## config.mk

```make
export PLATFORM = sky130hd
export DESIGN_NAME = cia_cell
export DESIGN_NICKNAME = d
export VERILOG_FILES = /design/src/hdl/cia_cell.sv
export SDC_FILE = /design/constraint.sdc
export NUM_CORES = 1
export LEC_CHECK = 0
export ABC_AREA = 1
export BUFFER_PORTS_ARGS = -buffer_cell sky130_fd_sc_hd__buf_4
export CORE_MARGIN = 1
export CORE_UTILIZATION = 23
export CTS_BUF_LIST = sky130_fd_sc_hd__clkbuf_4 sky130_fd_sc_hd__clkbuf_8 sky130_fd_sc_hd__clkbuf_16
export CTS_CLUSTER_DIAMETER = 150
export DETAILED_ROUTE_END_ITERATION = 8
export PLACE_DENSITY_LB_ADDON = 0.1
export SYNTH_ARGS = -nofsm -noshare
export SYNTH_HDL_FRONTEND = slang
export SYNTH_SLANG_ARGS = --single-unit
```

## constraint.sdc

```tcl
create_clock -name aclk -period 5 [get_ports aclk]
set_input_delay 1 -clock aclk [delete_from_list [all_inputs] [get_ports aclk]]
set_output_delay 1 -clock aclk [all_outputs]
set_load 0.005 [all_outputs]
```

## src/hdl/cia_cell.sv

```systemverilog
// ----------------------------------------------------------------------------
// cia_cell
// One step of the chain: one restoring divide bit and one shift-add
// multiply bit on the magnitudes carried with the transaction.
// ----------------------------------------------------------------------------
module cia_cell #(
    parameter int W = 32
) (
    input  logic         aclk,
    input  logic         aresetn,
    input  logic         en,
    input  logic         vld_in,
    input  logic [W-1:0] ma_in,
    input  logic [W-1:0] mb_in,
    input  logic [W-1:0] quo_in,
    input  logic [W:0]   rem_in,
    input  logic [2*W-1:0] prod_in,
    input  logic [W-1:0] side_in,
    output logic         vld_out,
    output logic [W-1:0] ma_out,
    output logic [W-1:0] mb_out,
    output logic [W-1:0] quo_out,
    output logic [W:0]   rem_out,
    output logic [2*W-1:0] prod_out,
    output logic [W-1:0] side_out
);
    logic [W:0]     rem_sh;
    logic [W:0]     rem_diff;
    logic           fits;
    logic [2*W-1:0] prod_next;

    always_comb begin
        rem_sh    = {rem_in[W-1:0], quo_in[W-1]};
        rem_diff  = rem_sh - {1'b0, mb_in};
        fits      = !rem_diff[W];
        prod_next = {prod_in[2*W-2:0], 1'b0};
        if (ma_in[W-1]) begin
            prod_next = prod_next + {{W{1'b0}}, mb_in};
        end
    end

    always_ff @(posedge aclk) begin
        if (!aresetn) begin
            vld_out <= 1'b0;
        end else if (en) begin
            vld_out <= vld_in;
        end
        if (en) begin
            ma_out   <= {ma_in[W-2:0], 1'b0};
            mb_out   <= mb_in;
            quo_out  <= {quo_in[W-2:0], fits};
            rem_out  <= fits ? rem_diff : rem_sh;
            prod_out <= prod_next;
            side_out <= side_in;
        end
    end
endmodule

```

==> flow_summary.json <==
{
  "synthCells": 1715,
  "gp_congestion": 0.886,
  "area_growth_pct": 38.6,
  "rows": 89,
  "status": "complete, no violations",
  "ios": 455,
  "synth-seq-area-share": 0.491,
  "syn-mean-instance-area_um2": 8.01,
  "cts_buffer_depth": 3,
  "vias": 12646,
  "yosys-top-cells-count": "nand2_1 (660), inv_1 (267), edfxtp_1 (224), nor2_1 (122), nand3_1 (93)",
  "yosysUniqueCellTypes": 40,
  "min_delay_path_depth": 2,
  "synth-warning-count": 0,
  "start_util": 0.233,
  "yosysMostFrequentCell": "nand2_1",
  "drive_above_1_share": 0.244,
  "place_area_mm2": 0.0180,
  "die_w_um": 246,
  "wl_um": 53300,
  "startpoint_type": "input port",
  "synthesis.nets": 2009,
  "fin_skew_ns": 0,
  "grt_max_degree": 97,
  "postSynth.asyncResetShare": 0,
  "finalNonFillerCells": 2979,
  "multiInputGateArea_mm2": 0.00585,
  "p_leak_nw": 9.24,
  "finalPower_mw": 5.80,
  "rsz0062_at_grt": "no",
  "powerDensity_mw_per_mm2": 304,
  "critPathCaptureType": "flip-flop",
  "clkSinkCount": 225,
  "post-place-ws_ns": 1.17,
  "worst_slack_ns": 1.82,
  "cp.arrival_ns": 3.54,
  "drc": 0,
  "dieArea_mm2": 0.0607,
  "seqCellArea_mm2": 0.00675,
  "numPortBuffers": 451,
  "min_path_type": "reg -> reg",
  "htreeDepth": 1,
  "worstMarginPinSlew_ns": 0.804,
  "reg2reg_to": "vld_out",
  "relSlewSlack": 0.464,
  "antenna_found_initial": 4,
  "detail-route-antenna-nets": 0,
  "holdWs_ns": 0.557,
  "hpwl_um": 44100,
  "r2r_slack_ns": 4.33,
  "path_max_fanout": 51,
  "hold_violations": 0,
  "final.setup.tns_ns": 0,
  "path_clk_slew_ns": 0.06,
  "cap_violations": 0,
  "grt_pass1_wl_um": 76400,
  "cts_inserted_buffers": 30,
  "grt_usage": 0.169,
  "grt_pass1_vias": 12244,
  "firstDrtPassIters": 5,
  "post_drt_via_cell_ratio": 4.25,
  "final_max_slew_viol_count": 0,
  "insertion_delay_ns": 0.59,
  "min_from": "vld_out",
  "ys_ff_latch": 225,
  "die_h_um": 246,
  "setup_viol": 0,
  "synth.cell_area_mm2": 0.0137,
  "ir_drop_mv": 0.274,
  "period_share": 0.637,
  "synthTopCellsByArea": "edfxtp_1 (49%), nand2_1 (18%), inv_1 (7.3%)",
  "timing.final.crit_period_ns": 3.18,
  "drt-initial-drc-count": 725,
  "hold_end": "vld_out",
  "overflow": 0,
  "post_cts_resized": 0,
  "wire_per_inst_um": 17.9,
  "synth_top_area_share": 0.489,
  "synth_edf_count": 224,
  "fin_nets": 2476,
  "coreArea_mm2": 0.0590,
  "fin_area_mm2": 0.0190,
  "cts_setup_buffers": 0,
  "root_buffer": "clkbuf_16",
  "cts_tree": "yes",
  "max_freq_ghz": 0.314,
  "reg2reg_from": "vld_out",
  "placed_cells_incl_taps": 2923,
  "final_util": 0.323,
  "worst_r2r_path_depth": 2,
  "required_ns": 5.35,
  "synth_top_area_cell": "edfxtp_1",
  "critPathKind": "in -> reg",
  "fill_cells": 6391,
  "synthFlopType": "edfxtp_1",
  "cts-hold-fix-buffers": 0
}
[flip-flops by register name, indices dropped and copies added (netlist names)]
register and cells:
ma_out 31, mb_out 32, prod_out 64, quo_out 32, rem_out 33, side_out 32
vld_out 1
[metal layers]
layer	track usage	share of wire	vias to the layer above
met5	0	0.00060	-
met4	0.0381	0.021	6
met3	0.0345	0.058	64
met2	0.298	0.49	333
met1	0.209	0.43	5770
li1	-	-	6473
[area by class of cell]
type                    count  area share
flip-flops and latches    225       0.354
multi-input cells        1194       0.307
repair buffers            454       0.181
inverters                 277      0.0546
well taps                 773      0.0508
clock buffers              47      0.0468
clock inverters             8     0.00532
diodes                      1    0.000131
[worst max-delay path by stage]
| stage | startpoint | end | slack [ns] | depth (start not counted) |
|---|---|---|---|---|
| floorplan | quo_in[31] | rem_out[22] | 2.11 | 18 |
| global placement | mb_in[0] | rem_out[22] | 1.18 | 17 |
| detailed placement | mb_in[0] | rem_out[25] | 1.17 | 17 |
| CTS | mb_in[0] | rem_out[28] | 1.82 | 17 |
| global route | mb_in[0] | rem_out[28] | 1.55 | 17 |
| finish | mb_in[0] | rem_out[23] | 1.82 | 17 |
[placed cells by master, fill, tap and decap left out, types with 2 or more instances in the layout]
master,count
clkbuf_8,2
o21bai_1,8
nand3_1,93
nand2_2,7
clkinv_1,2
nor2_2,3
edfxtp_1,224
inv_1,267
nand2_1,660
inv_2,9
nand4_1,28
xnor2_1,35
ha_1,63
and3_1,3
clkinvlp_4,2
nor4_1,6
buf_4,451
o21ai_0,39
xor2_1,5
buf_12,2
fa_1,2
a21oi_1,46
a21oi_2,4
o21ai_1,18
nor2_1,122
clkbuf_4,15
clkbuf_16,30
and2_0,2
nand2_4,2
nand3b_1,24
nor3_1,14
[cells by family after synthesis]
family	count (synthesis)	synth area share
xor gates and xnor gates	40	0.0255
buffers and inverters	296	0.0832
AOI/OAI and AO/OA	117	0.0455
and+or+nand+nor	971	0.294
other	1	0.000273
adders and majority gates	65	0.0603
DFF	225	0.491
[where the power goes]
group / switching, mW / leakage, nW / total (mW) / internal, mW
Sequential: 0.0532 / 2.20 / 2.35 / 2.30
Clock: 0.859 / 0.493 / 2.14 / 1.28
Combinational: 0.741 / 6.55 / 1.31 / 0.567
[worst max-delay path: stages]
cell	delay, ns
buf_4	0.12
ha_1	0.23
fa_1	0.43
inv_1	0.11
nand3_1	0.08
nand3_2	0.13
nand2_2	0.08
nand2_4	0.08
nand2_2	0.06
nand2_2	0.12
nand2_2	0.10
nand2_1	0.09
nand2_2	0.07
nand2_4	0.40
inv_2	0.25
nand2_1	0.13
nand2_1	0.05
No activity file was read; power rests on OpenSTA's default activity.
